`config.mk`:
```
export PLATFORM = sky130hd
export DESIGN_NAME = sliding_median_of_five
export DESIGN_NICKNAME = d
export VERILOG_FILES = /design/src/hw/rtl/smf_pkg.sv /design/src/hw/rtl/smf_cell.sv /design/src/hw/rtl/smf_median.sv /design/src/hw/rtl/sliding_median_of_five.sv
export SDC_FILE = /design/constraint.sdc
export NUM_CORES = 1
export LEC_CHECK = 0
export ABC_CLOCK_PERIOD_IN_PS = 9900
export BUFFER_PORTS_ARGS = -buffer_cell sky130_fd_sc_hd__buf_4
export CORE_MARGIN = 2
export CORE_UTILIZATION = 55
export DETAILED_ROUTE_END_ITERATION = 8
export MAX_ROUTING_LAYER = met4
export PLACE_DENSITY = 0.78
export RECOVER_POWER = 100
export SLEW_MARGIN = 20
export SYNTH_ARGS = -nofsm -noshare
export SYNTH_HDL_FRONTEND = slang
export SYNTH_SLANG_ARGS = --single-unit
export TNS_END_PERCENT = 10
```
`constraint.sdc`:
```
create_clock -name i_clk -period 9.9 [get_ports i_clk]
set_input_delay 0.99 -clock i_clk [delete_from_list [all_inputs] [get_ports i_clk]]
set_output_delay 0.99 -clock i_clk [all_outputs]
set_load 0.1 [all_outputs]
```
`src/hw/rtl/smf_pkg.sv`:
```
`timescale 1ns / 1ps
`default_nettype none
// ----------------------------------------------------------------------------
// Sliding median package
// Shared sample type, window geometry, fill counter type and rank type.
// ----------------------------------------------------------------------------
package smf_pkg;

    localparam int WINDOW      = 5;
    localparam int HIST_DEPTH  = WINDOW - 1;
    localparam int MEDIAN_RANK = WINDOW / 2;
    localparam int SAMPLE_W    = 16;
    localparam int FILL_W      = $clog2(WINDOW);
    localparam int RANK_W      = $clog2(WINDOW);

    typedef logic signed [SAMPLE_W-1:0] t_sample;
    typedef logic [FILL_W-1:0]          t_fill;
    typedef logic [RANK_W-1:0]          t_rank;

    localparam t_fill FILL_FULL = t_fill'(HIST_DEPTH);

endpackage
`default_nettype wire

```
`src/hw/rtl/smf_cell.sv`:
```
`timescale 1ns / 1ps
`default_nettype none
// ----------------------------------------------------------------------------
// Sliding median history cell
// One tap of the sample history; takes its neighbor's sample on each shift.
// ----------------------------------------------------------------------------
module smf_cell (
    input  wire logic              i_clk,
    input  wire logic              i_shift,
    input  wire smf_pkg::t_sample  i_sample,
    output smf_pkg::t_sample       o_sample
);
    import smf_pkg::*;

    t_sample r_sample;

    always_ff @(posedge i_clk) begin
        if (i_shift) begin
            r_sample <= i_sample;
        end
    end

    assign o_sample = r_sample;

endmodule
`default_nettype wire

```
`src/hw/rtl/smf_median.sv`:
```
`timescale 1ns / 1ps
`default_nettype none
// ----------------------------------------------------------------------------
// Sliding median selector
// Rank-counting network that picks the middle element of the window.
// ----------------------------------------------------------------------------
module smf_median (
    input  wire smf_pkg::t_sample i_win [smf_pkg::WINDOW],
    output smf_pkg::t_sample      o_median
);
    import smf_pkg::*;

    // Equal values are ordered by position, so exactly one element
    // lands on the middle rank.
    always_comb begin
        t_rank   rank;
        t_sample sel;
        sel = '0;
        for (int i = 0; i < WINDOW; i++) begin
            rank = '0;
            for (int j = 0; j < WINDOW; j++) begin
                if (j != i) begin
                    if ((i_win[j] < i_win[i]) || ((i_win[j] == i_win[i]) && (j < i))) begin
                        rank = rank + t_rank'(1);
                    end
                end
            end
            if (rank == t_rank'(MEDIAN_RANK)) begin
                sel = sel | i_win[i];
            end
        end
        o_median = sel;
    end

endmodule
`default_nettype wire

```
`src/hw/rtl/sliding_median_of_five.sv`:
```
`timescale 1ns / 1ps
`default_nettype none
// ----------------------------------------------------------------------------
// Sliding five-tap median filter
// Streams signed samples and emits the median of the latest five.
// ----------------------------------------------------------------------------
// The block accepts one sample per clock cycle while o_in_ready is high and
// keeps the last four in a chain of history cells that shift on every
// accepted transaction. A sample with start_req set begins a new sequence;
// the first four samples of a sequence produce no result, every later sample
// produces one median. A result passes from the window register through the
// rank-select network into the output register. Both stages advance whenever
// the downstream side has room, so throughput is one sample per cycle
// without backpressure.
module sliding_median_of_five (
    input  wire logic              i_clk,
    input  wire logic              i_rst_n,
    input  wire logic              i_in_valid,
    output logic                   o_in_ready,
    input  wire smf_pkg::t_sample  i_sample,
    input  wire logic              i_start_req,
    output logic                   o_out_valid,
    input  wire logic              i_out_ready,
    output smf_pkg::t_sample       o_median
);
    import smf_pkg::*;

    t_sample hist [HIST_DEPTH];
    t_sample r_win [WINDOW];
    t_sample median;
    t_sample r_median;
    t_fill   r_fill;
    t_fill   fill_cur;
    t_fill   n_fill;
    logic    r_win_valid;
    logic    r_out_valid;
    logic    out_load;
    logic    win_load;
    logic    accept;
    logic    produce;

    assign out_load   = !r_out_valid || i_out_ready;
    assign win_load   = !r_win_valid || out_load;
    assign o_in_ready = win_load;
    assign accept     = i_in_valid && win_load;

    // A start request clears the fill count before the sample is counted.
    assign fill_cur = i_start_req ? '0 : r_fill;
    assign produce  = (fill_cur == FILL_FULL);
    assign n_fill   = produce ? fill_cur : fill_cur + t_fill'(1);

    for (genvar k = 0; k < HIST_DEPTH; k++) begin : g_hist
        if (k == 0) begin : g_head
            smf_cell u_cell (
                .i_clk    (i_clk),
                .i_shift  (accept),
                .i_sample (i_sample),
                .o_sample (hist[k])
            );
        end else begin : g_tail
            smf_cell u_cell (
                .i_clk    (i_clk),
                .i_shift  (accept),
                .i_sample (hist[k-1]),
                .o_sample (hist[k])
            );
        end
    end

    smf_median u_median (
        .i_win    (r_win),
        .o_median (median)
    );

    always_ff @(posedge i_clk) begin
        if (!i_rst_n) begin
            r_fill      <= '0;
            r_win_valid <= 1'b0;
            r_out_valid <= 1'b0;
        end else begin
            if (accept) begin
                r_fill <= n_fill;
            end
            if (win_load) begin
                r_win_valid <= accept && produce;
            end
            if (out_load) begin
                r_out_valid <= r_win_valid;
            end
        end
    end

    always_ff @(posedge i_clk) begin
        if (accept) begin
            r_win[0] <= i_sample;
            for (int k = 0; k < HIST_DEPTH; k++) begin
                r_win[k+1] <= hist[k];
            end
        end
        if (out_load && r_win_valid) begin
            r_median <= median;
        end
    end

    assign o_out_valid = r_out_valid;
    assign o_median    = r_median;

endmodule
`default_nettype wire
```
; After elaboration in Yosys (flattened, before gate mapping)
; Index checks and enable logic that the tools add are counted.
[word_totals]
register_bits = 101
out_inout_bits = 18
[op_classes]
reduce_logical = 17
bitwise = 4
eq_ne = 16
n_lt_le_gt_ge = 20
muxes = 27
add_sub_neg = 16
[ops]
columns = operator, n
row1 = 16-bit < comparator, 20
row2 = 16-bit equality test, 10
row3 = 16-bit 2-to-1 mux, 5
row4 = 16-bit OR, 4
row5 = 3-bit 2-to-1 mux, 17
row6 = 3-bit by 1-bit adder with 3-bit output (second input constant), 14
row7 = 3-bit by 2-bit equality test with 1-bit output (second input constant), 5
row8 = 1-bit logical OR, 12
row9 = 1-bit 2-to-1 mux, 5
row10 = 1-bit by 1-bit adder with 2-bit output (second input constant), 2
row11 = 3-bit equality test (second input constant), 1
row12 = 1-bit logical AND, 3
row13 = 1-bit zero test, 2

; Logic depth before layout (Yosys ltp)
[logic_depth]
word_depth = 18
depth_mapped = 22
depth_no_buf = 21

; Cells and area by module
; From an unflattened synthesis, not the netlist that was laid out.
[unflattened]
hier_cells = 804
area_unflattened_um2 = 9887.0
[by_module_without_submodules]
columns = module, cells_per_inst, instances, area_each_um2
row1 = smf_median, 613, 1, 4803.4
row2 = sliding_median_of_five, 127, 1, 3161.8
row3 = smf_cell, 16, 4, 480.5

; Least setup slack after synthesis
; No wires, ideal clock.
[synth_path]
kind = reg2reg
startpoint = register r_win[50] (netlist bit)
endpoint = register r_median[10], in the netlist o_median[10], data pin
arrival_time_ns = 4.308
period_less_slack_ns = 4.583
setup_slack_ns = 5.317
stages_incl_launch_ff = 18
t_required_ns = 9.624
cell_sequence = edfxtp_1 inv_1 ha_1 a21o_1 a21o_1 a211o_1 a21o_1 a21oi_1 o21ai_0 o41a_1 ha_1 xor2_1 ha_1 and3b_1 mux4_2 buf_2 a222oi_1 o211ai_1
[synth_via]
elab_chain_cells = 18
word_cells_on_any_way = 59
classes_between = add/sub (12) / order compare (8) / eq/ne (9) / mux (22) / bitwise (4) / reduce/logical (4)
[synth_rtl]
columns = element, line_no
row1 = from (decl), sliding_median_of_five.sv:29  ; t_sample r_win [WINDOW];
row2 = "from (signal, indexed assignment)", sliding_median_of_five.sv:97  ; r_win[k+1] <= hist[k];
row3 = 16-bit < comparator, smf_median.sv:23  ; if ((i_win[j] < i_win[i]) || ((i_win[j] == i_win[i]) && (j < i))) begin
row4 = 1-bit 2-to-1 mux, smf_median.sv:23
row5 = 3-bit by 1-bit adder with 3-bit output, smf_median.sv:24  ; rank = rank + t_rank'(1);
row6 = 3-bit 2-to-1 mux, smf_median.sv:23
row7 = 3-bit by 1-bit adder with 3-bit output, smf_median.sv:24
row8 = 3-bit 2-to-1 mux, smf_median.sv:23
row9 = 3-bit by 1-bit adder with 3-bit output, smf_median.sv:24
row10 = 3-bit 2-to-1 mux, smf_median.sv:23
row11 = [... 3 more ...], n/a
row12 = 16-bit 2-to-1 mux, smf_median.sv:28  ; if (rank == t_rank'(MEDIAN_RANK)) begin
row13 = 16-bit OR, smf_median.sv:29  ; sel = sel | i_win[i];
row14 = 16-bit 2-to-1 mux, smf_median.sv:28
row15 = 16-bit OR, smf_median.sv:29
row16 = 16-bit 2-to-1 mux, smf_median.sv:28
row17 = 16-bit OR, smf_median.sv:29
row18 = 16-bit 2-to-1 mux *, smf_median.sv:28
row19 = named net median[10], sliding_median_of_five.sv:30  ; t_sample median;
row20 = to (signal assigned), sliding_median_of_five.sv:101  ; r_median <= median;
row21 = to (decl), sliding_median_of_five.sv:31  ; t_sample r_median;
; Mark *: on every way through the listed nets, which the timed path passes. The rest lies on a longest branch.
; A chain may end at the register's enable or synchronous reset.

; Final worst setup path
[layout_path]
startpoint = register r_win[73] (netlist bit)
endpoint = register r_median[10], in the netlist o_median[10], data pin
; The elaborated chain is that of the path after synthesis.

==> results by group <==
CTS
  – TritonCTS clock tree: done
  – Clock slew at reported path FFs: 70 ps
  – Worst-Skew Late Latency: 360 ps
  – Clock sinks: 101
  – TritonCTS buffer count: 9
  – Post-CTS setup buffers: 0
  – Clock H-tree levels: 3
  – CTS root buffer: clkbuf_16
  – Cts hold-fix bufs: 0
  – Maximum clock path buffer count: 2
  – Resize count post-CTS: 0

Logic synthesis
  – Yosys reg bits: 101
  – EDFF count, synth: 96
  – Cell type with the highest aggregate area in the netlist: edfxtp_1
  – Synth unique cells: 69
  – Most used DFF post-synth: edfxtp_1
  – Cell area after synthesis: 8080 sq um
  – Synth top area share: 0.357
  – Syn Area/Cell: 10.6 sq um
  – Asr flop ratio synth: 0
  – Gate Count Post-Synth: 762
  – Leading post-synthesis cells by cell area: edfxtp_1 (36%), ha_1 (27%), inv_1 (4.7%)
  – Syn nets: 960
  – Warnings, synthesis: 0
  – Sequential-to-total area share from yosys stat: 0.369

Timing
  – Hold Violations, Final: 0
  – Final Skew: 6.15 ps
  – Tightest Pin Transition: 4370 ps
  – Fin. max-slew vios: 100
  – Sum of negative setup slack: 0 ps
  – Minimum clock period: 5720 ps
  – Max transition margin: -1.91
  – Setup repair after global routing missed its margin: no
  – Post-route clock period utilization: 0.578
  – Max Fclk: 0.175 GHz
  – Final setup viols: 0

Die
  – Die area: 15700 sq um
  – Die X-Extent: 125 um
  – I/O pins: 39
  – Die Ht: 125 um
  – Floorplan row count: 44
  – Core ar.: 14400 sq um
  – Initial core utilization: 0.560

Final layout
  – Nets: 1005
  – Commonest non-fill, non-tap cell in the layout: ha_1
  – Final Util: 0.614
  – Share of cells above drive strength 1: 0.0616
  – Synth-to-Final Area Change: 9.50%
  – Post-route non-filler standard cell count: 998
  – Most frequent cells in the layout: ha_1 (177), inv_1 (101), edfxtp_1 (96)

Global routing
  – Largest net degree at the start of global routing: 83
  – Initial antenna violation count: 1
  – First-pass GRT wire length: 35200 um
  – Total gr overflow: 0
  – Global-route usage over all layers: 0.304
  – Vias in the first global route: 6336

Place
  – Inst Count DP: 980
  – DPL Wire Length: 17900 um
  – I/O Buffers: 38
  – Final GP Congestion: 1.02

Critical path
  – CP Capture Type: register
  – Worst Setup Start Kind: register
  – Critical Path AT: 5790 ps
  – Crit Path Class: register to register
  – CP Max Fanout: 16
  – WP data required: 9970 ps

Route
  – Drt first pass iters: 7
  – Drt drc: 0
  – Iter 0 DRT Violations: 682
  – WL final: 22900 um
  – Wire per inst: 23.0 um
  – Routed Antenna Nets: 0
  – Via count: 6481
  – Via/cell ratio: 6.49

Hold path
  – Type of the most critical hold path: register to register

Power and ir drop
  – Power Density: 163 nW/um^2
  – Max VDD drop: 91.9 uV
  – Total power: 0.00144 W
  – Leakage: 3.91 nW

Status
  – Failing checks: capacitance limit, slew limit
  – Outcome: finished with violations

Run
  – Max Cap Viol: 2
==> cells by family (layout without fill, tap and decap cells) <==
| kind of cell | after synthesis | after routing | share of synthesized area |
|---|---|---|---|
| simple gates | 178 | 178 | 0.121 |
| other cells | 0 | 2 | 0 |
| mux | 11 | 11 | 0.0175 |
| buf+inv | 107 | 157 | 0.0514 |
| compound gates | 183 | 183 | 0.162 |
| xor+xnor | 5 | 5 | 0.00542 |
| flops | 101 | 101 | 0.369 |
| fa+ha+maj | 177 | 177 | 0.274 |
==> power breakdown <==
group / internal (W) / total, W / switching [W]
combinational: 0.000200 / 0.000491 / 0.000291
sequential: 0.000514 / 0.000550 / 0.0000359
clock: 0.000246 / 0.000401 / 0.000156
==> final cells by class <==
type	instances	area, sq um
Timing Repair Buffer	39	218
Fill cell	1165	5570
Clock inverter	7	113
Tap cell	184	230
Antenna cell	2	5.00
Clock buffer	9	225
Inverter	102	384
Multi-Input combinational cell	554	4690
Sequential cell	101	2980
==> per-stage QoR <==
step                      hold WS (ps)  cell area [sq um]  setup WS (ps)
after CTS                          487               8910           4810
after detailed placement           477               8580           4840
final                              481               8850           4180
after global placement             452               8580           4980
after global routing               506               8850           4120
after floorplan                    444               8080           5320
==> worst max-delay path, cell delays in order (launching register included) <==
cell,delay [ps]
edfxtp_1,500
inv_1,100
ha_1,330
a21o_1,190
a21o_1,180
a21o_1,210
a21oi_1,150
nor2b_1,60
o21ai_0,310
a32o_1,260
inv_1,70
a21o_1,160
ha_1,360
xnor2_1,190
ha_1,250
nor2b_1,160
nand2b_1,90
a211o_1,100
nand4_1,880
a222oi_1,650
o211ai_1,200
==> path summary, 6_finish.rpt <==
kind | startpoint | to | slack (ps) | depth (start not counted)
worst min-delay path | r_fill[1] | r_fill[1] | 480 | 2
worst max-delay path | r_win[73] | o_median[10] | 4180 | 20
worst min register to register | r_fill[1] | r_fill[1] | 480 | 2
worst max register to register | r_win[73] | o_median[10] | 4180 | 20
==> layer usage <==
| layer | vias up | GRT usage | part of all wire |
|---|---|---|---|
| li1 | 3019 | - | - |
| met1 | 3141 | 0.420 | 0.45 |
| met2 | 272 | 0.440 | 0.44 |
| met3 | 49 | 0.0586 | 0.076 |
| met4 | 0 | 0.125 | 0.034 |
| met5 | - | - | 0 |
==> registers in the layout (all words and copies together) (netlist names) <==
signal       cells
o_out_valid      1
r_win           80
o_median        16
r_win_valid      1
r_fill           3
==> Yosys cell counts, drive strengths merged, types with 2 or more instances <==
cell / instances
nand4: 32
nand2b: 15
dfxtp: 5
o31ai: 4
a211oi: 12
a31oi: 4
mux2: 2
and3b: 4
a21o: 16
nor2: 29
o21ai: 21
a2111oi: 3
nor4: 7
xnor2: 4
a222oi: 15
edfxtp: 96
nor3: 6
ha: 177
mux4: 2
and4: 5
o211ai: 25
or4: 4
o2111ai: 2
or2: 2
nand2: 43
a211o: 4
mux2i: 7
nor3b: 5
inv: 102
o21bai: 2
o21a: 12
o41ai: 2
nor2b: 16
a21oi: 42
nand3: 5
a22oi: 2
buf: 4
a21boi: 4
Note: power is estimated with default switching activity, not from simulation.
